## config.mk

```make
export PLATFORM = sky130hd
export DESIGN_NAME = bsc_mul
export DESIGN_NICKNAME = d
export VERILOG_FILES = /design/src/rtl/core/assert_macros.svh /design/src/rtl/core/bsc_pkg.sv /design/src/rtl/core/bsc_mul.sv
export SDC_FILE = /design/constraint.sdc
export NUM_CORES = 2
export LEC_CHECK = 0
export ABC_AREA = 1
export BUFFER_PORTS_ARGS = -buffer_cell sky130_fd_sc_hd__buf_2
export CAP_MARGIN = 20
export CORE_ASPECT_RATIO = 1.2
export CORE_MARGIN = 2
export CORE_UTILIZATION = 70
export DETAILED_ROUTE_END_ITERATION = 8
export HOLD_SLACK_MARGIN = 0.15
export PLACE_DENSITY = 0.95
export SLEW_MARGIN = 20
export SYNTH_ARGS = -nofsm -noshare
export SYNTH_HDL_FRONTEND = slang
export SYNTH_SLANG_ARGS = --single-unit
```

## constraint.sdc

```tcl
create_clock -name clock -period 12.94 [get_ports clock]
set_input_delay 1.941 -clock clock [delete_from_list [all_inputs] [get_ports clock]]
set_output_delay 1.941 -clock clock [all_outputs]
set_load 0.02 [all_outputs]
```

## src/rtl/core/assert_macros.svh

```systemverilog
// Assertion macros shared by the RTL of the barometric compensation block.
// Simulation builds get concurrent assertions; synthesis builds get empty bodies.
`ifndef ASSERT_MACROS_SVH
`define ASSERT_MACROS_SVH
`ifndef SYNTHESIS
`define ASSERT_ALWAYS(lbl, clk, rst, prop) \
   lbl: assert property (@(posedge clk) disable iff (rst) (prop)) \
      else $error("assertion failed");
`define ASSERT_NEVER(lbl, clk, rst, cond) `ASSERT_ALWAYS(lbl, clk, rst, !(cond))
`else
`define ASSERT_ALWAYS(lbl, clk, rst, prop)
`define ASSERT_NEVER(lbl, clk, rst, cond)
`endif
`endif

```

## src/rtl/core/bsc_pkg.sv

```systemverilog
// Shared types, constants and helper functions of the barometric compensation block.
// Used by every module under rtl/core; depends on nothing.
`default_nettype none
package bsc_pkg;

   // One queued sensor word.
   typedef struct packed {
      logic [18:0] up;
      logic [15:0] ut;
   } item_type;

   // Calibration coefficients as held in the CSRs (signedness applied at use).
   typedef struct packed {
      logic [15:0] ac1;
      logic [15:0] ac2;
      logic [15:0] ac3;
      logic [15:0] ac4;
      logic [15:0] ac5;
      logic [15:0] ac6;
      logic [15:0] b1;
      logic [15:0] b2;
      logic [15:0] mc;
      logic [15:0] md;
      logic [1:0]  oss;
   } cal_type;

   typedef struct packed {
      logic        start;
      logic [63:0] a;
      logic [63:0] b;
   } mul_req_type;

   typedef struct packed {
      logic        busy;
      logic        done;
      logic [63:0] prod;
   } mul_rsp_type;

   typedef struct packed {
      logic        start;
      logic [31:0] num;
      logic [31:0] den;
   } div_req_type;

   typedef struct packed {
      logic        busy;
      logic        done;
      logic [31:0] quo;
   } div_rsp_type;

   // CSR indexes.
   typedef enum logic [1:0] {
      CSR_AC1_AC4 = 2'd0,
      CSR_AC5_B2  = 2'd1,
      CSR_MC_MD   = 2'd2,
      CSR_OSS     = 2'd3
   } csr_index_type;

   // Scaling constants of the compensation scheme.
   localparam logic signed [63:0] B6Offset    = 64'sd4000;
   localparam logic signed [63:0] X3Bias      = 64'sd32768;
   localparam logic [15:0]        B7Scale     = 16'd50000;
   localparam logic signed [63:0] PSqScale    = 64'sd3038;
   localparam logic signed [15:0] PLinScale   = -16'sd7357;
   localparam logic signed [63:0] POffset     = 64'sd3791;
   localparam logic signed [63:0] PressureMax = 64'sd1048575;
   localparam logic signed [63:0] TempMax     = 64'sd32767;
   localparam logic signed [63:0] TempMin     = -64'sd32768;

   // Divide by 2^s, rounding toward zero.
   function automatic logic signed [63:0] tdiv(input logic signed [63:0] v,
                                               input int unsigned s);
      logic [63:0] mag;
      mag = v[63] ? 64'(-v) : 64'(v);
      mag = mag >> s;
      return v[63] ? -$signed(mag) : $signed(mag);
   endfunction

endpackage
`default_nettype wire

```

## src/rtl/core/bsc_mul.sv

```systemverilog
// Digit-serial 64-bit multiplier, product modulo 2^64, 16 bits of b per cycle.
// Depends on bsc_pkg.
`default_nettype none
module bsc_mul (
   input  wire logic                clock,
   input  wire logic                reset,
   input  wire bsc_pkg::mul_req_type req,
   output bsc_pkg::mul_rsp_type     rsp
);
   localparam int DigitWidth = 16;
   localparam int Digits     = 64 / DigitWidth;
   localparam int CntWidth   = $clog2(Digits);

   logic [63:0]         a_ff, a_in, b_ff, b_in, acc_ff, acc_in;
   logic [CntWidth-1:0] cnt_ff, cnt_in;
   logic                busy_ff, busy_in, done_ff, done_in;

   // One partial product per cycle, added at the running weight.
   always_comb begin
      a_in    = a_ff;
      b_in    = b_ff;
      acc_in  = acc_ff;
      cnt_in  = cnt_ff;
      busy_in = busy_ff;
      done_in = 1'b0;
      if (req.start) begin
         a_in    = req.a;
         b_in    = req.b;
         acc_in  = '0;
         cnt_in  = '0;
         busy_in = 1'b1;
      end else if (busy_ff) begin
         acc_in = acc_ff + 64'(a_ff * 64'(b_ff[DigitWidth-1:0]));
         a_in   = a_ff << DigitWidth;
         b_in   = b_ff >> DigitWidth;
         cnt_in = cnt_ff + 1'b1;
         if (cnt_ff == CntWidth'(Digits - 1)) begin
            busy_in = 1'b0;
            done_in = 1'b1;
         end
      end
   end

   always_ff @(posedge clock) begin
      if (reset) begin
         busy_ff <= 1'b0;
         done_ff <= 1'b0;
         cnt_ff  <= '0;
      end else begin
         busy_ff <= busy_in;
         done_ff <= done_in;
         cnt_ff  <= cnt_in;
      end
   end

   always_ff @(posedge clock) begin
      a_ff   <= a_in;
      b_ff   <= b_in;
      acc_ff <= acc_in;
   end

   assign rsp.busy = busy_ff;
   assign rsp.done = done_ff;
   assign rsp.prod = acc_ff;
endmodule
`default_nettype wire

```

# Word-level counts from Yosys, hierarchy flattened
# Cells that the tools add are included.
[classes]
add_sub_neg = 2
multipliers = 1
n_eq_ne = 1
n_mux = 8
bitwise_logic = 1
reduce_logical = 3
[ops]
columns = ["op", "count"]
rows = [
  ["$mux W64", 4],
  ["$add A64 B64 Y64", 1],
  ["$mul A64 B16 Y64", 1],
  ["$mux W1", 4],
  ["$reduce_or A3 Y1", 1],
  ["$add A2 B1 Y2 const B", 1],
  ["$eq A2 B2 Y1 const B", 1],
  ["$reduce_bool A2 Y1", 1],
  ["$reduce_or A2 Y1", 1],
  ["$not A1 Y1", 1],
]
[totals]
register_bits = 196
input_bits = 131
out_inout_bits = 66
elab_cells = 22

# Longest topological paths before layout
[logic_depth]
depth_word = 4
depth_mapped = 32
mapped_depth_nobuf = 29

# Worst setup path after synthesis
# OpenSTA, ideal clock, no wires.
[synth_timing]
path_type = "input to register"
startpoint = "input port req[128] in the netlist's numbering"
endpoint = "register a_ff[0] (enable)"
setup_time_ps = 1261
arrival_ps = 4845
required_time_ps = 11679
setup_slack_ps = 6835
stages = 3
path_buffers = 1
cell_sequence = "clkbuf_1 nor2_1 clkinv_1"
[synth_between]
elab_chain_cells = 1
[synth_rtl]
columns = ["item", "line", "source"]
rows = [
  ["start, declared", "bsc_mul.sv:7", "input wire bsc_pkg::mul_req_type req,"],
  ["$reduce_bool A2 Y1 (no line)", "-", ""],
  ["end signal, assigned", "bsc_mul.sv:57", "a_ff <= a_in;"],
  ["end, declared", "bsc_mul.sv:14", "logic [63:0] a_ff, a_in, b_ff, b_in, acc_ff, acc_in;"],
]
# No other way between the ends.
# A chain may end at the register's enable or synchronous reset.

# Worst setup path in the final report
[layout_timing]
startpoint = "register b_ff[1]"
endpoint = "register acc_ff[63]"
[layout_between]
elab_chain_cells = 2
[layout_rtl]
columns = ["item", "line", "source"]
rows = [
  ["start, declared", "bsc_mul.sv:14", ""],
  ["start signal, assigned", "bsc_mul.sv:58", "b_ff <= b_in;"],
  ["$mul A64 B16 Y64", "bsc_mul.sv:33", "acc_in = acc_ff + 64'(a_ff * 64'(b_ff[DigitWidth-1:0]));"],
  ["$add A64 B64 Y64", "bsc_mul.sv:33", ""],
  ["end signal, assigned", "bsc_mul.sv:59", "acc_ff <= acc_in;"],
  ["end, declared", "bsc_mul.sv:14", ""],
]
# No other way between the ends.

==> results.json <==
{
  "clock.fmax_mhz": 140,
  "num_vias": 33800,
  "grt_setup_unrepaired": "no",
  "grt_first_pass_wirelength_um": 190000,
  "cts_tree": "built",
  "synth_fa_ha_area_share_pct": 45.4,
  "die_y_um": 262,
  "synth_compound_area_share_pct": 4.16,
  "clock_skew_ns": 0.0195,
  "grt_pass1_vias": 38000,
  "yosysWarnings": 0,
  "end_kind": "flip-flop",
  "final-hold-violation-count": 0,
  "area_delta_synth_final_pct": 4.30,
  "synth.net_count": 6094,
  "path_clk_slew_ns": 0.09,
  "ant_nets": 0,
  "maxCapViolCount": 0,
  "cts_sinks": 196,
  "critPathMaxFanout": 63,
  "grt_max_degree": 81,
  "start_util_pct": 70.8,
  "multi_input_area_um2": 26700,
  "path_class": "reg2reg",
  "required_ns": 13.36,
  "seq_area_um2": 5210,
  "async_reset_ff_share_pct": 0,
  "routed_wl_um": 119000,
  "hold_class": "reg2reg",
  "cts-resized-gates": 0,
  "cp-start-kind": "flip-flop",
  "htreeDepth": 4,
  "crit_arrival_ns": 7.54,
  "numCtsBuffers": 17,
  "synth_mux_area_share_pct": 0,
  "worstMarginPinSlew_ns": 1.03,
  "synth_top_family_by_area": "adder cells",
  "synthXorXnorAreaFrac_pct": 0.611,
  "gp_congestion": 1.07,
  "drc": 0,
  "synthSimpleGateAreaFrac_pct": 18.9,
  "root_buffer": "clkbuf_16",
  "max-clock-path-buffers": 2,
  "fin_crit_ns": 7.12,
  "setup_viol_count_final": 0,
  "syn_area_um2": 38700,
  "dieArea_um2": 57200,
  "ys.flop_type": "edfxtp_1",
  "final_nets": 6077,
  "wl_per_cell_um": 20.6,
  "relSlewSlack_pct": 31.3,
  "drt-initial-drc-count": 3653,
  "synth-seq-cells": 196,
  "port_buffers": 196,
  "synth_edf_count": 128,
  "top_level_ports": 197,
  "seq_area_frac_synth_pct": 13.5,
  "syn_area_per_cell_um2": 7.67,
  "fin_util_pct": 73.8,
  "fin_setup_tns_ns": 0,
  "die_w_um": 219,
  "antenna_found_initial": 4,
  "firstDrtPassIters": 6,
  "global_route.overflow_total": 0,
  "synthCells": 5048,
  "dp_hpwl_um": 90100,
  "status": "complete, no violations",
  "clock_latency_ns": 0.53,
  "fill_cells": 3652,
  "report.final.slew_viol_count": 0,
  "vias_per_cell": 5.87,
  "cts_hold_buf": 0,
  "cts_setup_buffers": 0,
  "drive_gt1_share_pct": 6.40,
  "synth_cell_type_count": 56,
  "period_share_pct": 55.0,
  "grt_usage_pct": 43.9,
  "num_rows": 94,
  "core_um2": 54700
}
## per-stage QoR
stage               setup WS [ns]  instances  area (um2)  hold slack, ns
floorplan                    6.83       5048       38700           0.440
finish                       5.82       5766       40400           0.467
global placement             6.24       5732       39800           0.452
CTS                          5.98       5764       40400           0.473
detailed placement           6.08       5732       39800           0.461
global route                 5.49       5764       40400           0.498
## worst max-delay path, stage by stage (launching register included)
cell and delay [ns]:
edfxtp_1 0.33, buf_4 0.66, nand2_1 0.23, fa_1 0.67, inv_1 0.08, fa_1 0.54
inv_1 0.06, fa_1 0.50, inv_1 0.06, fa_1 0.49, fa_1 0.49, inv_1 0.05
fa_1 0.53, inv_1 0.06, ha_1 0.34, nand2_1 0.11, nor2_1 0.31, inv_1 0.08
nor2_1 0.21, inv_1 0.11, o21ai_0 0.40, a21oi_1 0.12, nand2_1 0.15, inv_1 0.07
nand2_1 0.07, nand3_1 0.08, nand2_1 0.11, inv_1 0.05
## per-layer routing
layer	track usage, %	share of wire (%)	up-vias
met4	34.8	9.1	2
met5	0	0.0093	-
li1	-	-	14100
met3	12.6	12	917
met2	71.6	47	2692
met1	48.4	31	16100
## flip-flops by register name, indices dropped and copies added, names as in the netlist
register and flops:
cnt_ff 2, b_ff 64, done_ff 1, a_ff 64, acc_ff 64, busy_ff 1
## placed cells by master (no fill, tap or decap), types with 4 or more instances in the layout
master        n
inv_1      1533
nand2_1    1491
fa_1        814
buf_2       195
nor2_1      155
edfxtp_1    128
o21ai_0     101
ha_1        101
nand3_1      96
a21oi_1      94
dfxtp_1      67
o21ai_1      21
nand4_1      21
buf_4        21
nor2_2       20
xor2_1       17
clkbuf_16    17
nand2_2      12
o211ai_1     12
o21bai_1     11
xnor2_1      10
nor3_1        9
inv_2         8
a31oi_1       7
o32ai_1       6
nand3_2       6
o211ai_2      5
inv_8         5
a211oi_1      4
## worst paths after layout
| check | from | to | slack (ns) | depth (start not counted) |
|---|---|---|---|---|
| hold / removal | acc_ff[0] | acc_ff[0] | 0.47 | 2 |
| setup reg to reg | b_ff[1] | acc_ff[63] | 5.82 | 27 |
| hold reg to reg | acc_ff[0] | acc_ff[0] | 0.47 | 2 |
| setup / recovery | b_ff[1] | acc_ff[63] | 5.82 | 27 |
## layout make-up
type	instances	share of cell area [%]
diodes	2	0.0124
clock buffers	17	1.05
clock inverters	15	0.409
inverters	1543	14.4
multi-input cells	3055	66.2
flip-flops and latches	196	12.9
well taps	720	2.23
repair buffers	218	2.86
## logic make-up after synthesis
logic type,after synthesis
compound gates,281
flops,196
xor+xnor,27
simple gates,1832
fa+ha+maj,915
buf+inv,1797
## synth_stat cells, drive strengths merged (12+ instances only)
master	number	area, um2
inv	1542	5790
nand2	1504	5680
fa	814	16300
clkbuf	212	806
nor2	177	729
edfxtp	128	3840
o21ai	123	619
nand3	102	541
ha	101	1260
a21oi	97	504
dfxtp	68	1360
buf	41	180
nand4	22	144
o211ai	17	153
xor2	17	149
nor3	12	81.3
Power is not shown: default switching activity piles up to over one toggle a cycle in this logic, so the estimate is an artifact.
