`config.mk`:
```
export PLATFORM = sky130hd
export DESIGN_NAME = bsc_front
export DESIGN_NICKNAME = d
export VERILOG_FILES = /design/src/rtl/core/assert_macros.svh /design/src/rtl/core/bsc_pkg.sv /design/src/rtl/core/bsc_front.sv
export SDC_FILE = /design/constraint.sdc
export NUM_CORES = 1
export LEC_CHECK = 0
export ABC_AREA = 1
export BUFFER_PORTS_ARGS = -buffer_cell sky130_fd_sc_hd__buf_4
export CORE_AREA = 2 2 79 81
export DETAILED_ROUTE_END_ITERATION = 8
export DIE_AREA = 0 0 81 83
export PLACE_DENSITY = 0.83
export SYNTH_ARGS = -nofsm -noshare
export SYNTH_HDL_FRONTEND = slang
export SYNTH_SLANG_ARGS = --single-unit
```
`constraint.sdc`:
```
create_clock -name clock -period 3.02 [get_ports clock]
set_clock_uncertainty 0.15 [all_clocks]
set_input_delay 0.604 -clock clock [delete_from_list [all_inputs] [get_ports clock]]
set_output_delay 0.604 -clock clock [all_outputs]
set_load 0.02 [all_outputs]
```
`src/rtl/core/assert_macros.svh`:
```
// Assertion macros shared by the RTL of the barometric compensation block.
// Simulation builds get concurrent assertions; synthesis builds get empty bodies.
`ifndef ASSERT_MACROS_SVH
`define ASSERT_MACROS_SVH
`ifndef SYNTHESIS
`define ASSERT_ALWAYS(lbl, clk, rst, prop) \
   lbl: assert property (@(posedge clk) disable iff (rst) (prop)) \
      else $error("assertion failed");
`define ASSERT_NEVER(lbl, clk, rst, cond) `ASSERT_ALWAYS(lbl, clk, rst, !(cond))
`else
`define ASSERT_ALWAYS(lbl, clk, rst, prop)
`define ASSERT_NEVER(lbl, clk, rst, cond)
`endif
`endif

```
`src/rtl/core/bsc_pkg.sv`:
```
// Shared types, constants and helper functions of the barometric compensation block.
// Used by every module under rtl/core; depends on nothing.
`default_nettype none
package bsc_pkg;

   // One queued sensor word.
   typedef struct packed {
      logic [18:0] up;
      logic [15:0] ut;
   } item_type;

   // Calibration coefficients as held in the CSRs (signedness applied at use).
   typedef struct packed {
      logic [15:0] ac1;
      logic [15:0] ac2;
      logic [15:0] ac3;
      logic [15:0] ac4;
      logic [15:0] ac5;
      logic [15:0] ac6;
      logic [15:0] b1;
      logic [15:0] b2;
      logic [15:0] mc;
      logic [15:0] md;
      logic [1:0]  oss;
   } cal_type;

   typedef struct packed {
      logic        start;
      logic [63:0] a;
      logic [63:0] b;
   } mul_req_type;

   typedef struct packed {
      logic        busy;
      logic        done;
      logic [63:0] prod;
   } mul_rsp_type;

   typedef struct packed {
      logic        start;
      logic [31:0] num;
      logic [31:0] den;
   } div_req_type;

   typedef struct packed {
      logic        busy;
      logic        done;
      logic [31:0] quo;
   } div_rsp_type;

   // CSR indexes.
   typedef enum logic [1:0] {
      CSR_AC1_AC4 = 2'd0,
      CSR_AC5_B2  = 2'd1,
      CSR_MC_MD   = 2'd2,
      CSR_OSS     = 2'd3
   } csr_index_type;

   // Scaling constants of the compensation scheme.
   localparam logic signed [63:0] B6Offset    = 64'sd4000;
   localparam logic signed [63:0] X3Bias      = 64'sd32768;
   localparam logic [15:0]        B7Scale     = 16'd50000;
   localparam logic signed [63:0] PSqScale    = 64'sd3038;
   localparam logic signed [15:0] PLinScale   = -16'sd7357;
   localparam logic signed [63:0] POffset     = 64'sd3791;
   localparam logic signed [63:0] PressureMax = 64'sd1048575;
   localparam logic signed [63:0] TempMax     = 64'sd32767;
   localparam logic signed [63:0] TempMin     = -64'sd32768;

   // Divide by 2^s, rounding toward zero.
   function automatic logic signed [63:0] tdiv(input logic signed [63:0] v,
                                               input int unsigned s);
      logic [63:0] mag;
      mag = v[63] ? 64'(-v) : 64'(v);
      mag = mag >> s;
      return v[63] ? -$signed(mag) : $signed(mag);
   endfunction

endpackage
`default_nettype wire

```
`src/rtl/core/bsc_front.sv`:
```
// Front end: accepts request words and holds them in a short queue for the back end.
// Depends on bsc_pkg.
`default_nettype none
module bsc_front #(
   parameter int QUEUE_DEPTH = 2
) (
   input  wire logic               clock,
   input  wire logic               reset,
   input  wire logic               req_tvalid,
   output logic                    req_tready,
   input  wire logic [39:0]        req_tdata,
   output logic                    q_valid,
   output bsc_pkg::item_type       q_item,
   input  wire logic               q_pop
);
   localparam int PtrWidth = (QUEUE_DEPTH > 1) ? $clog2(QUEUE_DEPTH) : 1;
   localparam int CntWidth = $clog2(QUEUE_DEPTH + 1);

   bsc_pkg::item_type     mem_ff [QUEUE_DEPTH];
   logic [PtrWidth-1:0]   wr_ptr_ff, wr_ptr_in, rd_ptr_ff, rd_ptr_in;
   logic [CntWidth-1:0]   count_ff, count_in;
   logic                  push;
   bsc_pkg::item_type     item_w;

   // Split the word into its fields.
   assign item_w.ut = req_tdata[15:0];
   assign item_w.up = req_tdata[34:16];

   assign req_tready = (count_ff != CntWidth'(QUEUE_DEPTH));
   assign push       = req_tvalid & req_tready;
   assign q_valid    = (count_ff != '0);
   assign q_item     = mem_ff[rd_ptr_ff];

   // Pointer and fill count update.
   always_comb begin
      wr_ptr_in = wr_ptr_ff;
      rd_ptr_in = rd_ptr_ff;
      count_in  = count_ff;
      if (push) begin
         wr_ptr_in = (wr_ptr_ff == PtrWidth'(QUEUE_DEPTH - 1)) ? '0 : wr_ptr_ff + 1'b1;
      end
      if (q_pop) begin
         rd_ptr_in = (rd_ptr_ff == PtrWidth'(QUEUE_DEPTH - 1)) ? '0 : rd_ptr_ff + 1'b1;
      end
      if (push && !q_pop) begin
         count_in = count_ff + 1'b1;
      end else if (!push && q_pop) begin
         count_in = count_ff - 1'b1;
      end
   end

   always_ff @(posedge clock) begin
      if (reset) begin
         wr_ptr_ff <= '0;
         rd_ptr_ff <= '0;
         count_ff  <= '0;
      end else begin
         wr_ptr_ff <= wr_ptr_in;
         rd_ptr_ff <= rd_ptr_in;
         count_ff  <= count_in;
      end
   end

   // Queue storage.
   always_ff @(posedge clock) begin
      if (push) begin
         mem_ff[wr_ptr_ff] <= item_w;
      end
   end
endmodule
`default_nettype wire

```
; Word level (Yosys, flattened, before mapping)
; Memory sizes are Yosys's and may differ from the RTL's. A register that Yosys moved wholly into a read port is not among the register bits.
; Index checks and enable logic that the tools add are counted.
[word_totals]
inputBits = 44
ramBits = 70
memories = 1
out_inout_bits = 37
reg_bits = 4
[op_classes]
eq_ne = 1
bitwise = 1
addsub = 4
muxes = 8
n_reduce_logical = 6
[mem_list]
columns = memory, depth, word_bits, rd, rd_clocked_by_memory_dff, wr, line_no
row1 = mem_ff, 2, 35, 1, 1, 1, bsc_front.sv:19  ; bsc_pkg::item_type mem_ff [QUEUE_DEPTH];
[ops]
columns = operator, count
row1 = $mux 1, 6
row2 = $mux 2, 2
row3 = $reduce_bool 2->1, 2
row4 = $add 1x1->1 const B, 2
row5 = $add 2x1->2 const B, 1
row6 = $logic_and 1x1->1, 2
row7 = $logic_not 1->1, 2
row8 = $ne 2x2->1 const B, 1
row9 = $sub 2x1->2 const B, 1
row10 = $and 1x1->1, 1

; Depth between registers and ports, before layout
; Gate-level depths: netlist (run 1).
[logic_depth]
word_depth = 6
mapped_depth = 11

; Least setup slack after synthesis (run 1)
; Ideal clock, no wire load.
[synth_timing]
path_kind = input-to-reg
start = input port req_tvalid
end = memory mem_ff[0][0] (netlist name) (enable)
arrival_ns = 2.181
path_stages = 2
required_time_ns = 2.443
path_slack_ns = 0.262
path_buffers = 0
setup_time_ns = 0.427
path_cell_list = nand2_1 -> nor2_1
[synth_via]
elab_chain_cells = 3
[synth_lines]
columns = element, line_no
row1 = start: declaration, bsc_front.sv:9  ; input wire logic req_tvalid,
row2 = $and 1x1->1, bsc_front.sv:30  ; assign push = req_tvalid & req_tready;
row3 = $mux 1, bsc_front.sv:66  ; if (push) begin
row4 = $mux 1 (implied by the code), bsc_front.sv:67  ; mem_ff[wr_ptr_ff] <= item_w;
row5 = end: declaration, bsc_front.sv:19
; Every way passes these cells.

==> run_results.csv, run 1 <==
group,metric,value,unit
sta,rsz0062_at_grt,"no",
sta,tightest_slew,0.562,ns
sta,max_freq,406,MHz
cts,cts_tree,"built",
layout,postLayoutCoreUtil,64.0,%
synthesis,synth_top_family_by_area,"multiplexers",
worst_setup_path,critical_path_arrival,1.71,ns
worst_setup_path,start_kind,"flop",
hold_path,min_path_type,"primary input to flop",
worst_setup_path,rr_worst_depth,5,
synthesis,yosys.area_share.simple,2.19,%
worst_setup_path,endpoint_kind,"output pin",
sta,hold_viol,0,
layout,area_growth_syn_to_layout,27.8,%
synthesis,syn_nets,189,
synthesis,synth_compound_area_share,0.515,%
layout,drive_gt1_share,56.2,%
synthesis,synth_cells,144,
global_route,grt_pass1_wl,7020,µm
sta,fin_crit,2.46,ns
worst_setup_path,worstPathMaxFanout,25,
drt,wirelength,4630,µm
die,start_util,50.1,%
worst_setup_path,critPathKind,"flop to output pin",
synthesis,synthAdderAreaFrac,0.429,%
die,die_area,6720,µm²
power,vdd_ir_drop_max,432,µV
drt,drc,0,
die,die_x,81,µm
job,cap_violations,0,
placement,routabilityCongestion,0.659,
drt,vias_per_cell,4.79,
die,io_pins,81,
cts,cts_hold_buf,0,
sta,finalCritPeriodShare,81.5,%
cts,clockRootBuffer,"clkbuf_8",
cts,cts_setup_buffers,0,
drt,antenna_left,0,
cts,post_cts_resized,0,
drt,vias,1484,
cts,cts.htree.levels,3,
hold_path,holdPathStages,2,
cts,clockBufferDepth,2,
placement,hpwlAfterDp,3390,µm
worst_setup_path,critPathRequiredTime,2.27,ns
layout,n_antenna_cell,0,
layout,nets,276,
die,core_area,5820,µm²
outcome,outcome,"finished, final reports clean",
sta,slew_headroom,62.4,%
drt,wl_per_cell,14.9,µm
global_route,track_usage,14.6,%
layout,multi_input_area,622,µm²
drt,drt_first_pass_iters,5,
global_route,grt_max_degree,26,
power,powerDensity,626,nW/µm²
drt,first_iter_violations,47,
sta,slew_violations,0,
synthesis,synth_mux_area_share,17.4,%
layout,final-seq-area,2200,µm²
synthesis,ys_seq_area_share,75.6,%
synthesis,synth_xor_area_share,0.301,%
global_route,first_global_vias,1530,
placement,io_buffers,75,
die,rows,28,
synthesis,ys_ff_latch,75,
sta,finalSetupViolations,0,
die,die_h,83,µm
synthesis,synth_cell_types,15,
cts,clkLatencyLatePin,0.33,ns
cts,clkTransAtPathRegs,0.07,ns
synthesis,syn_area_per_cell,20.2,µm²
cts,cts_num_sinks,75,
layout,fillCellCount,453,
sta,finalSetupTns,0,ns
global_route,gr-total-overflow,0,
cts,numCtsBuffers,9,
power,p_leak,1.50,nW
global_route,antenna_found_initial,0,
synthesis,yosysWarnings,0,
synthesis,synth_area,2910,µm²
sequential cells by signal, summed over array words and instances, names as in the netlist, named ones only:
| name | flops |
|---|---|
| count_ff | 2 |
| mem_ff | 70 |
| rd_ptr_ff | 1 |
| wr_ptr_ff | 1 |
worst max-delay path, stage by stage (launching register included):
cell and delay, ns:
dfxtp_2 0.57, buf_12 0.26, mux2_2 0.36, buf_4 0.16
power breakdown:
part | internal [mW] | leakage [nW] | switching [mW]
clock | 0.286 | 0.0783 | 0.329
combinational | 0.226 | 0.723 | 0.224
sequential | 1.24 | 0.694 | 0.0306
total | 1.75 | 1.50 | 0.584
final cells by class:
type / count / share of cell area, %
inverter: 9 / 0.907
clock inverter: 6 / 0.907
tap: 75 / 2.52
clock buffer: 9 / 3.33
sequential: 75 / 59.2
multi-input combinational: 56 / 16.7
timing repair buffer: 80 / 16.5
kinds of logic after synthesis:
group | count (synthesis)
multiplexers | 35
AND/OR/NAND/NOR | 16
adder cells (fa/ha/maj) | 1
AO/OA/AOI/OAI | 3
buffers and inverters | 13
XOR/XNOR | 1
flip-flops | 75
path summary, 6_finish.rpt:
| check | startpoint | to | slack (ns) |
|---|---|---|---|
| max | flop | q_item[19] | 0.56 |
| min | reset | rd_ptr_ff | 0.29 |
| max reg2reg | count_ff[0] | mem_ff[0][18] | 1.12 |
| min reg2reg | rd_ptr_ff | rd_ptr_ff | 0.37 |
synthesized netlist by cell type:
master | n | share of area [%]
o21ai_0 | 2 | 0.34
buf_6 | 1 | 0.39
ha_1 | 1 | 0.43
nor2_1 | 7 | 0.90
mux2_2 | 5 | 1.9
edfxtp_1 | 70 | 72
nand3_1 | 1 | 0.17
mux2_4 | 30 | 15
a21oi_1 | 1 | 0.17
buf_12 | 3 | 2.1
inv_1 | 9 | 1.2
nand4_1 | 1 | 0.21
dfxtp_1 | 5 | 3.4
nand2_1 | 7 | 0.90
xnor2_1 | 1 | 0.30
metrics by stage:
step,worst slack [ns],area (µm²),total power [mW],hold slack [ns],instances
global placement,0.902,3570,1.73,0.345,295
floorplan,0.262,2910,1.57,0.325,144
global route,0.499,3720,2.43,0.273,310
detailed placement,0.892,3570,1.75,0.359,295
finish,0.557,3720,2.33,0.295,310
CTS,0.523,3720,2.36,0.278,310
cells in the final DEF (no fill, tap or decap):
| cell type | netlist | final |
|---|---|---|
| nor2_4 | 0 | 2 |
| mux2_4 | 30 | 30 |
| buf_4 | 0 | 79 |
| o21ai_0 | 2 | 2 |
| clkbuf_8 | 0 | 9 |
| buf_12 | 3 | 1 |
| nand2_1 | 7 | 7 |
| ha_1 | 1 | 1 |
| clkinv_2 | 0 | 3 |
| clkinvlp_4 | 0 | 2 |
| nand3_1 | 1 | 1 |
| xnor2_1 | 1 | 1 |
| clkinv_1 | 0 | 1 |
| mux2_2 | 5 | 5 |
| edfxtp_1 | 70 | 70 |
| a21oi_1 | 1 | 1 |
| nor2_1 | 7 | 5 |
| dfxtp_2 | 0 | 1 |
| inv_1 | 9 | 9 |
| nand4_1 | 1 | 1 |
| dfxtp_1 | 5 | 4 |
routing by layer:
metal | track usage [%] | wire (µm) | up-vias
li1 | - | - | 712
met1 | 16.0 | 1770 | 715
met2 | 24.6 | 2540 | 51
met3 | 4.78 | 251 | 6
met4 | 7.40 | 71 | 0
met5 | 0 | 0 | -
(Power assumes the default switching activity.)
==> run 2: changes to the inputs <==
--- a/config.mk
+++ b/config.mk
@@ -5,11 +5,11 @@
 export SDC_FILE = /design/constraint.sdc
 export NUM_CORES = 1
 export LEC_CHECK = 0
-export ABC_AREA = 1
+export ABC_AREA = 0
 export BUFFER_PORTS_ARGS = -buffer_cell sky130_fd_sc_hd__buf_4
-export CORE_AREA = 2 2 79 81
+export CORE_AREA = 2 2 77 79
 export DETAILED_ROUTE_END_ITERATION = 8
-export DIE_AREA = 0 0 81 83
+export DIE_AREA = 0 0 79 81
 export PLACE_DENSITY = 0.83
 export SYNTH_ARGS = -nofsm -noshare
 export SYNTH_HDL_FRONTEND = slang
==> constraint.sdc (replaced) <==
create_clock -name clock -period 2.4 [get_ports clock]
set_clock_uncertainty 0.15 [all_clocks]
set_input_delay 0.48 -clock clock [delete_from_list [all_inputs] [get_ports clock]]
set_output_delay 0.48 -clock clock [all_outputs]
set_load 0.02 [all_outputs]
==> run 2 against run 1 <==
Compared with the run above:
- via count down 3.2%
- count of clock-buffer cells in the layout unchanged
- clock power up 25%
- cell area down 4.0%
- global-route usage down 0.11 points
- utilization down 1.0 points
- hold slack worse by 0.11 ns
==> run_results.csv, run 2 <==
group,metric,value,unit
hold_path,min_path_type,"primary input to flop",
global_route,track_usage,14.4,%
sta,setup_ws,0.308,ns
sta,slew_violations,0,
synthesis,synth.area.top_cells,"edfxtp_1 76%, mux2_2 14%, dfxtp_1 3.6%",
cts,clkTransAtPathRegs,0.07,ns
placement,io_buffers,75,
drt,wl_per_cell,15.1,µm
synthesis,ys_seq_area_share,80.0,%
cts,cts_hold_buf,0,
placement,placed_cell_area,3420,µm²
synthesis,ys_ff_latch,75,
sta,fin_crit,2.09,ns
synthesis,synth_cell_types,19,
worst_setup_path,start_kind,"flop",
drt,drt_first_pass_iters,4,
synthesis,yosysTopAreaCellShare,76.4,%
power,vdd_ir_drop_max,599,µV
sta,finalSetupTns,0,ns
layout,final-seq-area,2200,µm²
sta,finalCritPeriodShare,87.2,%
outcome,outcome,"finished, final reports clean",
placement,hpwlAfterDp,2960,µm
worst_setup_path,cp_slowest_stage_delay,0.37,ns
cts,clockBufferDepth,2,
synthesis,synth_area,2750,µm²
drt,vias_per_cell,4.85,
synthesis,syn_area_per_cell,20.7,µm²
sta,max_freq,478,MHz
synthesis,synth_cells,133,
worst_setup_path,crit_path_top_delay_cell,"mux2_2",
sta,finalSetupViolations,0,
job,cap_violations,0,
global_route,gr-total-overflow,0,
layout,final_common_cell,"buf_4",
layout,multi_input_area,517,µm²
drt,vias,1436,
global_route,grt_pass1_wl,6730,µm
global_route,first_global_vias,1483,
worst_setup_path,critPathRequiredTime,1.77,ns
layout,postLayoutCoreUtil,63.0,%
layout,fillCellCount,449,
placement,place_ws,0.626,ns
worst_setup_path,endpoint_kind,"output pin",
sta,tightest_slew,0.489,ns
sta,rsz0062_at_grt,"no",
drt,drc,0,
synthesis,async_flop_share,0,%
layout,largest_register_ffs,70,
sta,hold_viol,0,
die,die_x,79,µm
global_route,grt_max_degree,36,
worst_setup_path,path_delay_family,"buffers and inverters",
die,die_area,6400,µm²
worst_setup_path,critical_path_arrival,1.46,ns
cts,cts_setup_buffers,0,
power,p_leak,1.35,nW
cts,clkLatencyLatePin,0.32,ns
synthesis,yosysMostFrequentCell,"edfxtp_1",
synthesis,synth_commonest_cells,"70 x edfxtp_1, 35 x mux2_2, 5 x dfxtp_1",
synthesis,syn_nets,178,
cts,post_cts_resized,0,
sta,slew_headroom,67.4,%
drt,wirelength,4480,µm
cts,numCtsBuffers,9,
global_route,antenna_found_initial,0,
die,io_pins,81,
die,core_area,5680,µm²
synthesis,synth_edf_count,70,
die,start_util,48.5,%
synthesis,synth_top_area_cell,"edfxtp_1",
layout,area_growth_syn_to_layout,29.9,%
layout,mostFrequentLayoutCells,"77 x buf_4, 70 x edfxtp_1, 35 x mux2_2, 9 x clkbuf_8, 5 x dfxtp_1",
synthesis,synth-main-ff-cell,"edfxtp_1",
worst_setup_path,cp_num_buf_inv,2,
power,powerDensity,834,nW/µm²
drt,first_iter_violations,67,
cts,clockRootBuffer,"clkbuf_8",
worst_setup_path,worstPathMaxFanout,35,
die,rows,28,
placement,routabilityCongestion,0.664,
die,die_h,81,µm
layout,biggestRegsByFlops,"mem_ff x70, count_ff x2",
layout,n_antenna_cell,0,
worst_setup_path,worstPathCellList,"buf_12 > mux2_2 > buf_4",
cts,cts_num_sinks,75,
synthesis,yosysWarnings,0,
cts,cts.htree.levels,3,
cts,cts_tree,"built",
worst_setup_path,critPathKind,"flop to output pin",
layout,nets,263,
layout,final_area,3570,µm²
layout,top_register,"mem_ff",
layout,drive_gt1_share,59.3,%
drt,antenna_left,0,
[run 2: cell types whose count changed after synthesis, moves of 2 or more]
cell / change
mux2_4: -30
inv_1: -7
mux2_2: +30
xor2_1: +2
buf_12: -3
buf_4: +3
nand2_1: -7
nor2_1: -4
[run 2: final cells by class]
type	count	share of cell area, %
clock buffers	9	3.47
clock inverters	5	0.910
inverters	2	0.210
multi-input cells	52	14.5
flip-flops and latches	75	61.6
well taps	75	2.63
repair buffers	78	16.7
[run 2: through the flow]
step	instances	hold slack (ns)	power (mW)
floorplan	133	0.330	1.99
finish	296	0.185	2.98
detailed placement	282	0.351	2.25
global route	296	0.160	3.12
CTS	296	0.164	3.02
global placement	282	0.348	2.23
[run 2: kinds of logic (layout without fill, tap and decap cells)]
family | count (synthesis) | after routing | share of synthesized area (%)
flip-flops | 75 | 75 | 80.0
multiplexers | 35 | 35 | 14.3
AND/OR/NAND/NOR | 9 | 9 | 2.09
buffers and inverters | 6 | 94 | 1.27
AO/OA/AOI/OAI | 4 | 4 | 0.909
XOR/XNOR | 3 | 3 | 0.955
adder cells (fa/ha/maj) | 1 | 1 | 0.454
[run 2: worst reg2reg max path: stages, from the launching register on]
cell and delay (ns):
dfxtp_1 0.35, nand2b_4 0.17, and2_1 0.16, ha_1 0.31, or3_1 0.35, a21oi_1 0.14
[run 2: per-layer routing]
layer  track usage [%]  share of wire, %  vias up
met5                 0                 0        -
met4              8.28               2.5        0
met3              3.89               5.6       10
met2              25.8                53       47
met1              15.5                39      700
li1                  -                 -      679
[run 2: power breakdown]
group          total (mW)  internal [mW]  switching, mW
clock network       0.766          0.359          0.407
registers            1.62           1.58         0.0357
logic               0.598          0.282          0.316
[run 2: final timing paths]
kind / from / end / slack (ns) / cells after the start
worst max-delay path: flop / q_item[0] / 0.31 / 3
worst min-delay path: req_tdata[2] / mem_ff[1][2] / 0.18 / 1
worst max register to register: count_ff[0] / count_ff[1] / 0.71 / 5
worst min register to register: rd_ptr_ff / rd_ptr_ff / 0.36 / 2
