--- src/rtl/core/assert_macros.svh ---
// Assertion macros shared by the RTL of the barometric compensation block.
// Simulation builds get concurrent assertions; synthesis builds get empty bodies.
`ifndef ASSERT_MACROS_SVH
`define ASSERT_MACROS_SVH
`ifndef SYNTHESIS
`define ASSERT_ALWAYS(lbl, clk, rst, prop) \
   lbl: assert property (@(posedge clk) disable iff (rst) (prop)) \
      else $error("assertion failed");
`define ASSERT_NEVER(lbl, clk, rst, cond) `ASSERT_ALWAYS(lbl, clk, rst, !(cond))
`else
`define ASSERT_ALWAYS(lbl, clk, rst, prop)
`define ASSERT_NEVER(lbl, clk, rst, cond)
`endif
`endif

--- src/rtl/core/bsc_pkg.sv ---
// Shared types, constants and helper functions of the barometric compensation block.
// Used by every module under rtl/core; depends on nothing.
`default_nettype none
package bsc_pkg;

   // One queued sensor word.
   typedef struct packed {
      logic [18:0] up;
      logic [15:0] ut;
   } item_type;

   // Calibration coefficients as held in the CSRs (signedness applied at use).
   typedef struct packed {
      logic [15:0] ac1;
      logic [15:0] ac2;
      logic [15:0] ac3;
      logic [15:0] ac4;
      logic [15:0] ac5;
      logic [15:0] ac6;
      logic [15:0] b1;
      logic [15:0] b2;
      logic [15:0] mc;
      logic [15:0] md;
      logic [1:0]  oss;
   } cal_type;

   typedef struct packed {
      logic        start;
      logic [63:0] a;
      logic [63:0] b;
   } mul_req_type;

   typedef struct packed {
      logic        busy;
      logic        done;
      logic [63:0] prod;
   } mul_rsp_type;

   typedef struct packed {
      logic        start;
      logic [31:0] num;
      logic [31:0] den;
   } div_req_type;

   typedef struct packed {
      logic        busy;
      logic        done;
      logic [31:0] quo;
   } div_rsp_type;

   // CSR indexes.
   typedef enum logic [1:0] {
      CSR_AC1_AC4 = 2'd0,
      CSR_AC5_B2  = 2'd1,
      CSR_MC_MD   = 2'd2,
      CSR_OSS     = 2'd3
   } csr_index_type;

   // Scaling constants of the compensation scheme.
   localparam logic signed [63:0] B6Offset    = 64'sd4000;
   localparam logic signed [63:0] X3Bias      = 64'sd32768;
   localparam logic [15:0]        B7Scale     = 16'd50000;
   localparam logic signed [63:0] PSqScale    = 64'sd3038;
   localparam logic signed [15:0] PLinScale   = -16'sd7357;
   localparam logic signed [63:0] POffset     = 64'sd3791;
   localparam logic signed [63:0] PressureMax = 64'sd1048575;
   localparam logic signed [63:0] TempMax     = 64'sd32767;
   localparam logic signed [63:0] TempMin     = -64'sd32768;

   // Divide by 2^s, rounding toward zero.
   function automatic logic signed [63:0] tdiv(input logic signed [63:0] v,
                                               input int unsigned s);
      logic [63:0] mag;
      mag = v[63] ? 64'(-v) : 64'(v);
      mag = mag >> s;
      return v[63] ? -$signed(mag) : $signed(mag);
   endfunction

endpackage
`default_nettype wire

--- src/rtl/core/bsc_div.sv ---
// Restoring 32-bit unsigned divider, one quotient bit per cycle.
// Depends on bsc_pkg.
`default_nettype none
module bsc_div (
   input  wire logic                clock,
   input  wire logic                reset,
   input  wire bsc_pkg::div_req_type req,
   output bsc_pkg::div_rsp_type     rsp
);
   logic [31:0] quo_ff, quo_in, rem_ff, rem_in, den_ff, den_in;
   logic [32:0] rem_sh;
   logic [4:0]  cnt_ff, cnt_in;
   logic        busy_ff, busy_in, done_ff, done_in;

   assign rem_sh = {rem_ff, quo_ff[31]};

   // Shift in one numerator bit and subtract when the divisor fits.
   always_comb begin
      quo_in  = quo_ff;
      rem_in  = rem_ff;
      den_in  = den_ff;
      cnt_in  = cnt_ff;
      busy_in = busy_ff;
      done_in = 1'b0;
      if (req.start) begin
         quo_in  = req.num;
         rem_in  = '0;
         den_in  = req.den;
         cnt_in  = '0;
         busy_in = 1'b1;
      end else if (busy_ff) begin
         if (rem_sh >= {1'b0, den_ff}) begin
            rem_in = 32'(rem_sh - {1'b0, den_ff});
            quo_in = {quo_ff[30:0], 1'b1};
         end else begin
            rem_in = rem_sh[31:0];
            quo_in = {quo_ff[30:0], 1'b0};
         end
         cnt_in = cnt_ff + 1'b1;
         if (cnt_ff == 5'd31) begin
            busy_in = 1'b0;
            done_in = 1'b1;
         end
      end
   end

   always_ff @(posedge clock) begin
      if (reset) begin
         busy_ff <= 1'b0;
         done_ff <= 1'b0;
         cnt_ff  <= '0;
      end else begin
         busy_ff <= busy_in;
         done_ff <= done_in;
         cnt_ff  <= cnt_in;
      end
   end

   always_ff @(posedge clock) begin
      quo_ff <= quo_in;
      rem_ff <= rem_in;
      den_ff <= den_in;
   end

   assign rsp.busy = busy_ff;
   assign rsp.done = done_ff;
   assign rsp.quo  = quo_ff;
endmodule
`default_nettype wire

--- config.mk ---
export PLATFORM = sky130hd
export DESIGN_NAME = bsc_div
export DESIGN_NICKNAME = d
export VERILOG_FILES = /design/src/rtl/core/assert_macros.svh /design/src/rtl/core/bsc_pkg.sv /design/src/rtl/core/bsc_div.sv
export SDC_FILE = /design/constraint.sdc
export NUM_CORES = 1
export LEC_CHECK = 0
export ABC_AREA = 1
export CORE_MARGIN = 1
export CORE_UTILIZATION = 61
export CTS_BUF_LIST = sky130_fd_sc_hd__clkbuf_16
export DETAILED_ROUTE_END_ITERATION = 8
export DONT_BUFFER_PORTS = 1
export PLACE_DENSITY = 0.74
export REMOVE_ABC_BUFFERS = 1
export SLEW_MARGIN = 40
export SYNTH_ARGS = -nofsm -noshare
export SYNTH_HDL_FRONTEND = slang
export SYNTH_SLANG_ARGS = --single-unit
--- constraint.sdc ---
create_clock -name clock -period 6.3 [get_ports clock]
set_input_delay 0 -clock clock [delete_from_list [all_inputs] [get_ports clock]]
set_output_delay 0 -clock clock [all_outputs]
set_load 0.03 [all_outputs]
* After elaboration in Yosys (flattened, before gate mapping)
Index checks and enable logic that the tools add are counted.
** Word-level totals
- Register bits after elaboration :: 103
- Memories kept :: 0
- Memory bits (writable) :: 0
- Word-level logic and storage cells :: 22
- Output and inout bits :: 34
- Input port bits :: 67
- Bits in latches :: 0
- ROM bits :: 0
** Operators by class
- Divide/modulo/power cells :: 0
- $lt $le $gt $ge :: 1
- Mux-type cells :: 8
- Bitwise operators :: 1
- Eq/ne operators :: 1
- Multiply operators :: 0
- $add $sub $neg :: 2
- Shift operators :: 0
- Reductions and logical operators :: 3
** Operator list (count)
- two-way mux 32 bit :: 3
- >= comparator 33 x 32 -> 1 bit :: 1
- subtractor 32 bit :: 1
- adder 5 x 1 -> 5 bit, second input constant :: 1
- equality test 5 bit, second input constant :: 1
- two-way mux 1 bit :: 5
- OR reduction 3 bit :: 1
- nonzero test 2 bit :: 1
- OR reduction 2 bit :: 1
- NOT 1 bit :: 1

* Longest topological paths before layout
Gate-level depths: netlist (run 1).
- Depth in word-level cells :: 4
- Gate-level depth with buffers :: 16
- Depth with buffers taken out :: 16

* Least setup slack after synthesis (run 1)
No wires, ideal clock.
- Kind :: register to register
- Start point :: reg busy_ff
- End point :: reg quo_ff[0] (enable)
- Required time :: 5.891 ns
- Path buffers :: 2
- Cell stages (with the launch flop) :: 5
- Setup time :: 0.409 ns
- Period minus slack after synthesis :: 2.381 ns
- Slack :: 3.919 ns
- Arrival :: 1.972 ns
- Cells stage by stage :: dfxtp_1 -> clkbuf_1 -> nor2_1 -> inv_1 -> clkbuf_1
** Between the ends
- Word-level cells in the longest chain between the ends :: 1
** Ends and longest elaborated chain
- from (decl) :: line bsc_div.sv:13 : logic busy_ff, busy_in, done_ff, done_in;
- from (signal assigned) :: line bsc_div.sv:53 : busy_ff <= busy_in;
- nonzero test 2 bit (no line)
- to (signal assigned) :: line bsc_div.sv:60 : quo_ff <= quo_in;
- to (decl) :: line bsc_div.sv:10 : logic [31:0] quo_ff, quo_in, rem_ff, rem_in, den_ff, den_in;
No other way between the ends.
A chain may end at the register's enable or synchronous reset.

* Worst setup path after layout (run 1)
- Start point :: reg quo_ff[31]
- End point :: reg rem_ff[11]
** Between the ends
- Word-level cells in the longest chain between the ends :: 2
- Elaborated cells between the ends (all ways) :: 3
- Those cells by class :: add/sub: 1; order compare: 1; mux: 1
** Ends and longest elaborated chain
- subtractor 32 bit / >= comparator 33 x 32 -> 1 bit (equally long branches) :: line bsc_div.sv:33, bsc_div.sv:32
- two-way mux 32 bit * :: line bsc_div.sv:32 : if (rem_sh >= {1'b0, den_ff}) begin
- to (signal assigned) :: line bsc_div.sv:61 : rem_ff <= rem_in;
- to (decl) :: line bsc_div.sv:10
Mark *: on every way between the ends. The rest lies on a longest branch, timed or not.

==> results of run 1 <==
[cells in the mapped netlist]
| cell | number |
|---|---|
| nand2_1 | 391 |
| inv_1 | 164 |
| nand3_1 | 76 |
| edfxtp_1 | 64 |
| nor2_1 | 47 |
| dfxtp_1 | 39 |
| ha_1 | 34 |
| a21oi_1 | 25 |
| nand3b_1 | 21 |
| o21ai_1 | 15 |
| xnor2_1 | 13 |
| clkbuf_1 | 11 |
| buf_2 | 8 |
| o21ai_0 | 8 |
| inv_2 | 5 |
| nor2_2 | 5 |
| nor3_1 | 5 |
| o21bai_1 | 5 |
| buf_6 | 3 |
| nand2_2 | 3 |
| a31oi_1 | 2 |
| buf_4 | 2 |
| clkinv_1 | 2 |
| nand2_4 | 2 |
| nand4_1 | 2 |
| a21oi_4 | 1 |
| and2_1 | 1 |
| fa_1 | 1 |
| nand3_2 | 1 |
| nor3_2 | 1 |
| nor3b_1 | 1 |
| xor2_1 | 1 |
[flip-flops by register name, indices dropped and copies added (netlist names)]
register  flops
den_ff       32
rem_ff       32
quo_ff       32
done_ff       1
busy_ff       1
cnt_ff        5
[critical path, stage by stage (launching register included)]
cell and delay, ns:
edfxtp_1 0.54, inv_1 0.11, ha_1 0.33, nand2_1 0.11, nor2_1 0.05, nand2_1 0.06, nor2_1 0.04, nand2_1 0.05
nand2_1 0.08, a21oi_4 0.13, buf_4 0.39, nand2_4 0.33, nand2_1 0.16, nand3_1 0.09, o21ai_1 0.11
[final timing paths]
path,end,startpoint
worst max register to register,rem_ff[11],quo_ff[31]
worst max-delay path,rem_ff[11],quo_ff[31]
worst min-delay path,den_ff[15],req[64]
worst min register to register,rem_ff[23],rem_ff[23]
[where the power goes]
| part | internal, W | leakage, nW | switching, W |
|---|---|---|---|
| sequential | 0.000765 | 0.957 | 0.0000673 |
| combinational | 0.0000762 | 2.92 | 0.000117 |
| clock | 0.000274 | 0.142 | 0.000272 |
[kinds of logic (layout without fill, tap and decap cells)]
family,Yosys count,after routing,synth area share (%)
simple gates,556,556,34.8
buf+inv,195,257,11.6
flops,103,103,40.5
compound gates,56,56,4.59
fa+ha+maj,35,35,6.67
xor+xnor,14,14,1.84
[metal layers]
| metal | wire length [µm] | vias up |
|---|---|---|
| met2 | 8450 | 272 |
| met1 | 7750 | 2813 |
| met4 | 539 | 0 |
| met3 | 1280 | 46 |
| li1 | - | 3080 |
| met5 | 0 | - |
[stage by stage]
stage	cells	total power, W
global placement	1075	0.000984
finish	1157	0.00157
global route	1157	0.00163
CTS	1157	0.00156
floorplan	935	0.000949
detailed placement	1075	0.000988
[final cells by class]
type | instances | area (µm²) | share of cell area [%]
multi-input combinational | 661 | 3200 | 41.6
tap | 136 | 170 | 2.21
sequential | 103 | 2700 | 35.1
timing repair buffer | 70 | 708 | 9.19
clock inverter | 7 | 55.1 | 0.714
inverter | 171 | 642 | 8.33
clock buffer | 9 | 225 | 2.92
[timing repair]
action | in CTS | in global routing
setup endpoints to repair | 0 | 0
hold buffers | 66 | 0
gates resized for setup | 0 | 0
hold endpoints to repair | 103 | 0
==> metrics.md, run 1 <==
| Metric | Value |
|---|---|
| Remaining antenna violation count after routing | 0 |
| Routing usage on met3 | under 10% |
| Status | completed |
| Worst Hold Class | in -> reg |
| Max Transition Viols Final | 0 |
| Core box area | 10500 µm² |
| FF-to-FF setup slack | ~3.6 ns |
| LEAKAGE | 4.02 nW |
| Clk root buf | clkbuf_16 |
| Largest net degree at the start of global routing | 65 |
| IO Port Bufs | 0 |
| Worst skew pair latency | 0.36 ns |
| Share of post-route cells with drive strength above 1 | around 4% |
| Fin nets | 1118 |
| Post-synthesis cell count | 959 |
| Area growth syn-to-layout | 15.4% |
| Syn Area/Cell | between 6 and 7 µm² |
| CTS tree | done |
| Top cells by area, synth | edfxtp_1 29%, nand2_1 22%, dfxtp_1 12% |
| Final worst setup slack | 3.60 ns |
| Fin crit period | 2.70 ns |
| Seq/Total Area, Yosys | between 40% and 50% |
| Most Crowded Layer GR | met2 |
| Vias/cell | 5.37 |
| Die Area | 11400 µm² |
| Routed len/inst | 15.6 µm |
| Unrepaired setup endpoints after global routing | false |
| Max Clk Rate | ~0.37 GHz |
| CTS buffer count | 9 |
| Normalized max-slew margin | between 40% and 50% |
| Worst-path clk slew | 0.08 ns |
| Fillers | roughly 840 |
| Worst hold margin | 0.0460 ns |
| Die H | about 110 µm |
| Sink Count | 103 |
| Worst clock skew | approximately 0.010 ns |
| Maximum vdd drop | 0.302 mV |
| Routability cong. | 0.913 |
| DRT iter0 DRCs | 437 |
| HPWL Detailed | roughly 11000 µm |
| Initial antenna violation count | 0 |
| Commonest non-fill, non-tap cell in the layout | nand2_1 |
| #FFs+latches synth | ~100 |
| Final Hold Fails | 0 |
| Top Ports | 101 |
| Synthesized area | 6680 µm² |
| Crit Path Category | reg -> reg |
| Vias in the first global route | 6280 |
| Final Cell Area | 7710 µm² |
| Power Dens Cells | approximately 200 nW/µm² |
| Post-CTS Repair Setup Buffers | 0 |
| Worst-path maximum fanout | 34 |
| Total Neg Setup Slack | 0 ns |
| Maximum root-to-sink buffer count | 2 |
| Post-DP Area | between 6000 and 7000 µm² |
| M2 GR Usage | 56.5% |
| Pre-CTS WS | 3.66 ns |
| Diode count | 0 |
| Final period utilization | a little over two fifths |
| Reg2reg path depth | 14 |
| Drt first pass iters | 6 |
| Drt total wl | 18000 µm |
| H-tree Lvls | 3 |
| Final core utilization | about three quarters |
| Max cap viols | 0 |
| CP required | about 6.6 ns |
| GRT overflow | 0 |
| Worst Path Arrival | 2.97 ns |
| Final setup fails | 0 |
| Synth unique cells | 32 |
| Worst Tran Pin Value | 0.838 ns |
| Met1 Track Usage GR | 41.8% |
| Setup crit end kind | register |
| Top cell type's share of synthesized area | ~29% |
| DRC | 0 |
| First-pass GRT wire length | 29600 µm |
| Crit path launch type | register |
| Starting Density | 63.8% |
| # rows | 37 |
| Via count | 6211 |
| Commonest non-fill, non-tap cells in the layout | 391 x nand2_1, 163 x inv_1, 76 x nand3_1 |
| Synth warn | 0 |
| Die W | around 110 µm |
| Worst Hold Depth | 1 |
| Synth area leader | edfxtp_1 |
| Total global-route track usage | 33.7% |
No activity file was read; power rests on OpenSTA's default activity.
==> inputs of run 2 (changes only) <==
Clock period 6.3 ns to 2.7 ns, I/O delays scaled along.
==> run 2 against run 1 <==
Non-clock buffer count increased by 2. First-iteration DRC count increased by 3.2%. Combinational power increased by 140%. Critical path depth increased by 1. Critical path type unchanged.
==> metrics.md, run 2 (synthesis results as in run 1) <==
| Metric | Value |
|---|---|
| Routability cong. | 0.958 (+5.0%) |
| Worst Tran Pin Value | 0.626 ns (-0.212 ns) |
| DRT iter0 DRCs | 451 (+3.2%) |
| Setup crit end kind | register |
| Internal power | 0.00274 W (+150%) |
| Final period utilization | 93.2% (+50 points) |
| Drt total wl | 17800 µm (-1.4%) |
| Total global-route track usage | 32.8% (-0.86 points) |
| Critical path's most frequent cell | nand2_1 |
| Commonest non-fill, non-tap cell in the layout | nand2_1 |
| Starting Density | 63.8% (unchanged) |
| Drt first pass iters | 6 (unchanged) |
| Diode count | 0 (unchanged) |
| Worst Hold Class | in -> reg |
| CTS tree | done |
| Reg2reg start | den_ff[15] |
| Status | completed |
| Total Neg Setup Slack | 0 ns (unchanged) |
| FF-to-FF setup slack | 0.18 ns (-3.41 ns) |
| Fin crit period | 2.52 ns (-0.185 ns) |
| Fillers | 831 (-0.84%) |
| Worst Hold Depth | 1 (unchanged) |
| Worst clock skew | 0.00971 ns (-0.000715 ns) |
| Vias/cell | 5.37 (+0.12%) |
| Worst-path maximum fanout | 26 (-24%) |
| Normalized max-slew margin | 58.3% (+15 points) |
| Sink Count | 103 (unchanged) |
| Comb pwr share | 12.0% (-0.3 points) |
| WHS Endpoint | den_ff[21] |
| Psw | 0.00105 W (+130%) |
| Max Transition Viols Final | 0 (unchanged) |
| Worst skew pair latency | 0.37 ns (about the same) |
| Max Clk Rate | 0.397 GHz (+7.4%) |
| Area growth syn-to-layout | 16.3% |
| Reg2reg path depth | 15 (+1) |
| Maximum vdd drop | 0.584 mV (+93%) |
| Hold Startpoint | req[64] |
| Worst Path Arrival | 2.78 ns (-0.19 ns) |
| Seq pwr share | 51.1% (-1.8 points) |
| Via count | 6229 (+0.29%) |
| Pre-CTS WS | 0.248 ns (-3.41 ns) |
| Reg-to-reg endpoint | rem_ff[30] |
| Unrepaired setup endpoints after global routing | false |
| Worst path slowest cell | buf_4 |
| Die H | 107 µm (unchanged) |
| Final Hold Fails | 0 (unchanged) |
| Commonest non-fill, non-tap cells in the layout | 391 x nand2_1, 164 x inv_1, 76 x nand3_1 |
| Switching share of total power | 27.6% (-1.4 points) |
| Core box area | 10500 µm² (unchanged) |
| Crit-path max cell delay | 0.41 ns (-0.13 ns) |
| LEAKAGE | 4.05 nW (+0.67%) |
| First-pass GRT wire length | 29000 µm (-2.0%) |
| Crit-path cells | inv_1 > ha_1 > nand2_1 > nor2_2 > nand2_1 > nor2_2 > nand2_1 > nand2_1 > a21oi_4 > buf_4 > nand3_1 > nand2_1 > inv_1 > nand2_1 > nand2_1 |
| Worst hold margin | 0.0390 ns (-0.00700 ns) |
| Max cap viols | 0 (unchanged) |
| # rows | 37 (unchanged) |
| Final worst setup slack | 0.183 ns (-3.41 ns) |
| Clk root buf | clkbuf_16 |
| Power Dens Cells | 488 nW/µm² (+140%) |
| DRC | 0 (unchanged) |
| Die W | 107 µm (unchanged) |
| IO Port Bufs | 0 (unchanged) |
| Top Ports | 101 (unchanged) |
| CTS buffer count | 9 (unchanged) |
| GRT overflow | 0 (unchanged) |
| Fin nets | 1120 (+0.18%) |
| Final setup fails | 0 (unchanged) |
| HPWL Detailed | 11500 µm (+1.4%) |
| Initial antenna violation count | 0 (unchanged) |
| Crit path launch type | register |
| Regs by FF count | den_ff: 32 flops, quo_ff: 32 flops, rem_ff: 32 flops |
| Largest net degree at the start of global routing | 65 (unchanged) |
| H-tree Lvls | 3 (unchanged) |
| CP required | 2.96 ns (-3.61 ns) |
| Crit Path Category | reg -> reg |
| Share of post-route cells with drive strength above 1 | 4.01% (+0.090 points) |
| Vias in the first global route | 6078 (-3.2%) |
| Maximum root-to-sink buffer count | 2 (unchanged) |
| Worst-path clk slew | 0.07 ns (about the same) |
| Routed len/inst | 15.3 µm (-1.5%) |
| Clock power share | 36.9% (+2.2 points) |
| Post-CTS Repair Setup Buffers | 0 (unchanged) |
| Die Area | 11400 µm² (unchanged) |
| Remaining antenna violation count after routing | 0 (unchanged) |
==> run 2: cell types whose count changed in the layout (fill, tap and decap cells not counted), sizes merged <==
cell,before,now
buf,5,7
clkinv,5,3
bufinv,0,1
clkbuf,9,10
==> run 2: final cells by class <==
cell class / instances / area (µm²) / share of cell area (%)
tap: 136 / 170 / 2.19
timing repair buffer: 72 / 723 / 9.32
inverter: 171 / 642 / 8.27
clock buffer: 10 / 250 / 3.22
sequential: 103 / 2700 / 34.8
multi-input combinational: 661 / 3210 / 41.4
clock inverter: 6 / 63.8 / 0.822
==> run 2: metal layers <==
layer	track usage (%)	wire length (µm)	up-vias
met5	0	0	-
met4	13.3	513	0
met3	7.78	1400	50
met2	54.1	8270	270
met1	41.5	7590	2821
li1	-	-	3088
==> run 2: what timing repair did <==
item	in CTS	in global routing
resized for setup	0	1
endpoints found under the hold margin	103	0
setup endpoints to repair	0	2
hold buffers	66	0
==> run 2: power groups by stage <==
stage	clock network, W	logic, W	registers, W
floorplan	0	0.000259	0.00195
global placement	0	0.000333	0.00196
detailed placement	0	0.000342	0.00197
CTS	0.00140	0.000438	0.00193
global route	0.00146	0.000506	0.00194
finish	0.00140	0.000455	0.00194
==> run 2: how the worst max path moves through the flow <==
stage	start	endpoint	slack, ns	depth (start not counted)
finish	den_ff[15]	rem_ff[30]	0.18	15
global route	den_ff[19]	rem_ff[30]	0.03	17
CTS	den_ff[15]	rem_ff[30]	0.24	15
detailed placement	den_ff[15]	rem_ff[30]	0.25	15
global placement	den_ff[15]	rem_ff[30]	0.34	15
floorplan	quo_ff[31]	rem_ff[10]	0.32	13
==> run 2: per-stage QoR <==
stage	std cells	total power, W	util, %	area (µm²)
final	1159	0.00379	74.2	7760
after global routing	1159	0.00391	74.2	7760
after CTS	1159	0.00377	74.1	7750
after detailed placement	1077	0.00231	64.6	6760
after global placement	1077	0.00230	64.6	6760
after floorplan	935	0.00221	-	6550
==> run 2: worst max-delay path: cells and delay by family (launching register included) <==
kind                       cells  cell delay (ns)
buffers and inverters          3             0.53
adders and majority gates      1             0.28
and+or+nand+nor               10             0.88
AOI/OAI and AO/OA              1             0.34
DFF                            1             0.37
==> inputs of run 3 (changes only) <==
Settings changed: SETUP_SLACK_MARGIN set to 0.2, SKIP_CTS_REPAIR_TIMING set to 1.
==> run 3 against run 2 <==
Count of clock-buffer cells in the layout is the same. Die area is the same. Clock power is essentially flat. Worst setup slack gained 0.20 ns. Hold slack gained 0.0077 ns. Register-to-register slack gained 0.20 ns. Critical path depth is the same. Flip-flop and latch count is the same. Clock skew grew 0.0037 ns. Largest power group unchanged.
==> metrics.md, run 3 (synthesis results as in run 1) <==
| Metric | Value |
|---|---|
| Status | completed |
| Max Transition Viols Final | 0 (unchanged) |
| Worst hold margin | 0.0467 ns (+0.00773 ns) |
| WHS Endpoint | den_ff[18] |
| Die Area | 11400 µm² (unchanged) |
| Sink Count | 103 (unchanged) |
| Remaining antenna violation count after routing | 0 (unchanged) |
| Crit Path Category | reg -> reg |
| First-pass GRT wire length | 25700 µm (-11%) |
| Routability cong. | 0.958 (unchanged) |
| Worst Hold Class | in -> reg |
| Regs by FF count | den_ff: 32 flops, quo_ff: 32 flops, rem_ff: 32 flops |
| GRT overflow | 0 (unchanged) |
| Vias/cell | 5.38 (+0.10%) |
| Worst Tran Pin Value | 0.625 ns (-0.000700 ns) |
| IO Port Bufs | 0 (unchanged) |
| CTS buffer count | 9 (unchanged) |
| Largest delay contributor family on the critical path | simple AND/OR/NAND/NOR gates |
| Largest net degree at the start of global routing | 68 (+4.6%) |
| DRC | 0 (unchanged) |
| Drt total wl | 18400 µm (+3.4%) |
| Crit path launch type | register |
| Reg2reg start | den_ff[15] |
| Area growth syn-to-layout | 17.3% |
| Worst-path maximum fanout | 26 (unchanged) |
| Vias in the first global route | 5547 (-8.7%) |
| Via count | 6257 (+0.45%) |
| CP required | 2.96 ns (about the same) |
| Drt first pass iters | 6 (unchanged) |
| Total global-route track usage | 29.0% (-3.8 points) |
| Worst Hold Depth | 1 (unchanged) |
| Normalized max-slew margin | 58.3% (about the same) |
| Hold Startpoint | req[64] |
| Core box area | 10500 µm² (unchanged) |
| HPWL Detailed | 11500 µm (unchanged) |
| Worst clock skew | 0.0134 ns (+0.00366 ns) |
| Overall power | 0.00380 W (+0.27%) |
| Commonest non-fill, non-tap cell in the layout | nand2_1 |
| Total Neg Setup Slack | 0 ns (unchanged) |
| Final Hold Fails | 0 (unchanged) |
| Worst path bufs/invs | 3 (unchanged) |
| Final setup fails | 0 (unchanged) |
| Die H | 107 µm (unchanged) |
| Top Ports | 101 (unchanged) |
| Critical path's most frequent cell | nand2_1 |
| Share of post-route cells with drive strength above 1 | 4.67% (+0.67 points) |
| Starting Density | 63.8% (unchanged) |
| Final period utilization | 85.9% (-7.4 points) |
| Reg2reg path depth | 15 (unchanged) |
| Fin crit period | 2.32 ns (-0.199 ns) |
| Worst-path clk slew | 0.07 ns (about the same) |
| Reg-to-reg endpoint | rem_ff[30] |
| Die W | 107 µm (unchanged) |
| Worst Path Arrival | 2.58 ns (-0.20 ns) |
| Setup crit end kind | register |
| Fin nets | 1124 (+0.36%) |
| Commonest non-fill, non-tap cells in the layout | 390 x nand2_1, 164 x inv_1, 76 x nand3_1 |
| Crit-path max cell delay | 0.37 ns (-0.04 ns) |
| DRT iter0 DRCs | 447 (-0.89%) |
| Worst path slowest cell | edfxtp_1 |
| Crit-path cells | inv_1 > ha_1 > nand2_1 > nor2_2 > nand2_1 > nor2_2 > nand2_1 > nand2_1 > a21oi_4 > buf_6 > nand3_1 > nand2_1 > inv_1 > nand2_1 > nand2_1 |
| Max Clk Rate | 0.431 GHz (+8.6%) |
| H-tree Lvls | 3 (unchanged) |
| LEAKAGE | 4.06 nW (+0.21%) |
| Maximum root-to-sink buffer count | 2 (unchanged) |
| Max cap viols | 0 (unchanged) |
| CTS tree | done |
| # rows | 37 (unchanged) |
| Routed len/inst | 15.8 µm (+3.0%) |
| Clk root buf | clkbuf_16 |
| Power Dens Cells | 485 nW/µm² (-0.58%) |
| Initial antenna violation count | 0 (unchanged) |
| FF-to-FF setup slack | 0.38 ns (+0.20 ns) |
| Maximum vdd drop | 0.542 mV (-7.3%) |
| Worst skew pair latency | 0.37 ns (about the same) |
| Unrepaired setup endpoints after global routing | true |
| Diode count | 0 (unchanged) |
## run 3: changes by cell type in the layout (fill, tap and decap cells not counted), moves of 2 or more
cell | before | now
buf_6 | 0 | 2
nand2_8 | 1 | 3
nor2_1 | 46 | 44
nor2_2 | 6 | 8
## run 3: worst max-delay path by stage
| stage | startpoint | to | slack [ns] | cells past startpoint |
|---|---|---|---|---|
| after floorplan | quo_ff[31] | rem_ff[10] | 0.32 | 13 |
| after global placement | den_ff[15] | rem_ff[30] | 0.34 | 15 |
| after detailed placement | den_ff[15] | rem_ff[30] | 0.25 | 15 |
| after CTS | den_ff[15] | rem_ff[30] | 0.24 | 15 |
| after global routing | den_ff[15] | rem_ff[1] | 0.19 | 14 |
| final | den_ff[15] | rem_ff[30] | 0.38 | 15 |
## run 3: where the power goes
part	internal [W]	total [W]	switching, W
Clock	0.000779	0.00140	0.000621
Sequential	0.00178	0.00194	0.000154
Combinational	0.000180	0.000461	0.000280
Total	0.00274	0.00380	0.00106
## run 3: layer usage
layer	part of all wire [%]	track usage (%)	wire, µm
met1	42	37.5	7680
met2	47	46.1	8660
met3	8.0	7.60	1480
met4	3.1	12.5	561
met5	0	0	0
## run 3: metrics by stage
stage,area [µm²],cells,setup slack [ns],util (%)
after floorplan,6550,935,0.318,-
after global placement,6760,1077,0.338,64.6
after detailed placement,6760,1077,0.248,64.6
after CTS,7080,1093,0.241,67.6
after global routing,7830,1163,0.186,74.8
final,7830,1163,0.382,74.8
## run 3: area by class of cell
class,count,area (µm²)
Multi-Input combinational cell,662,3250
Sequential cell,103,2700
Fill cell,814,2630
Timing Repair Buffer,75,753
Inverter,171,642
Clock buffer,10,250
Tap cell,136,170
Clock inverter,6,63.8
## run 3: worst reg2reg max path, cell delays in order (launching register included)
cell      delay (ns)
edfxtp_1        0.37
inv_1           0.07
ha_1            0.28
nand2_1         0.18
nor2_2          0.09
nand2_1         0.10
nor2_2          0.05
nand2_1         0.07
nand2_1         0.08
a21oi_4         0.28
buf_6           0.30
nand3_1         0.13
nand2_1         0.08
inv_1           0.05
nand2_1         0.05
nand2_1         0.04
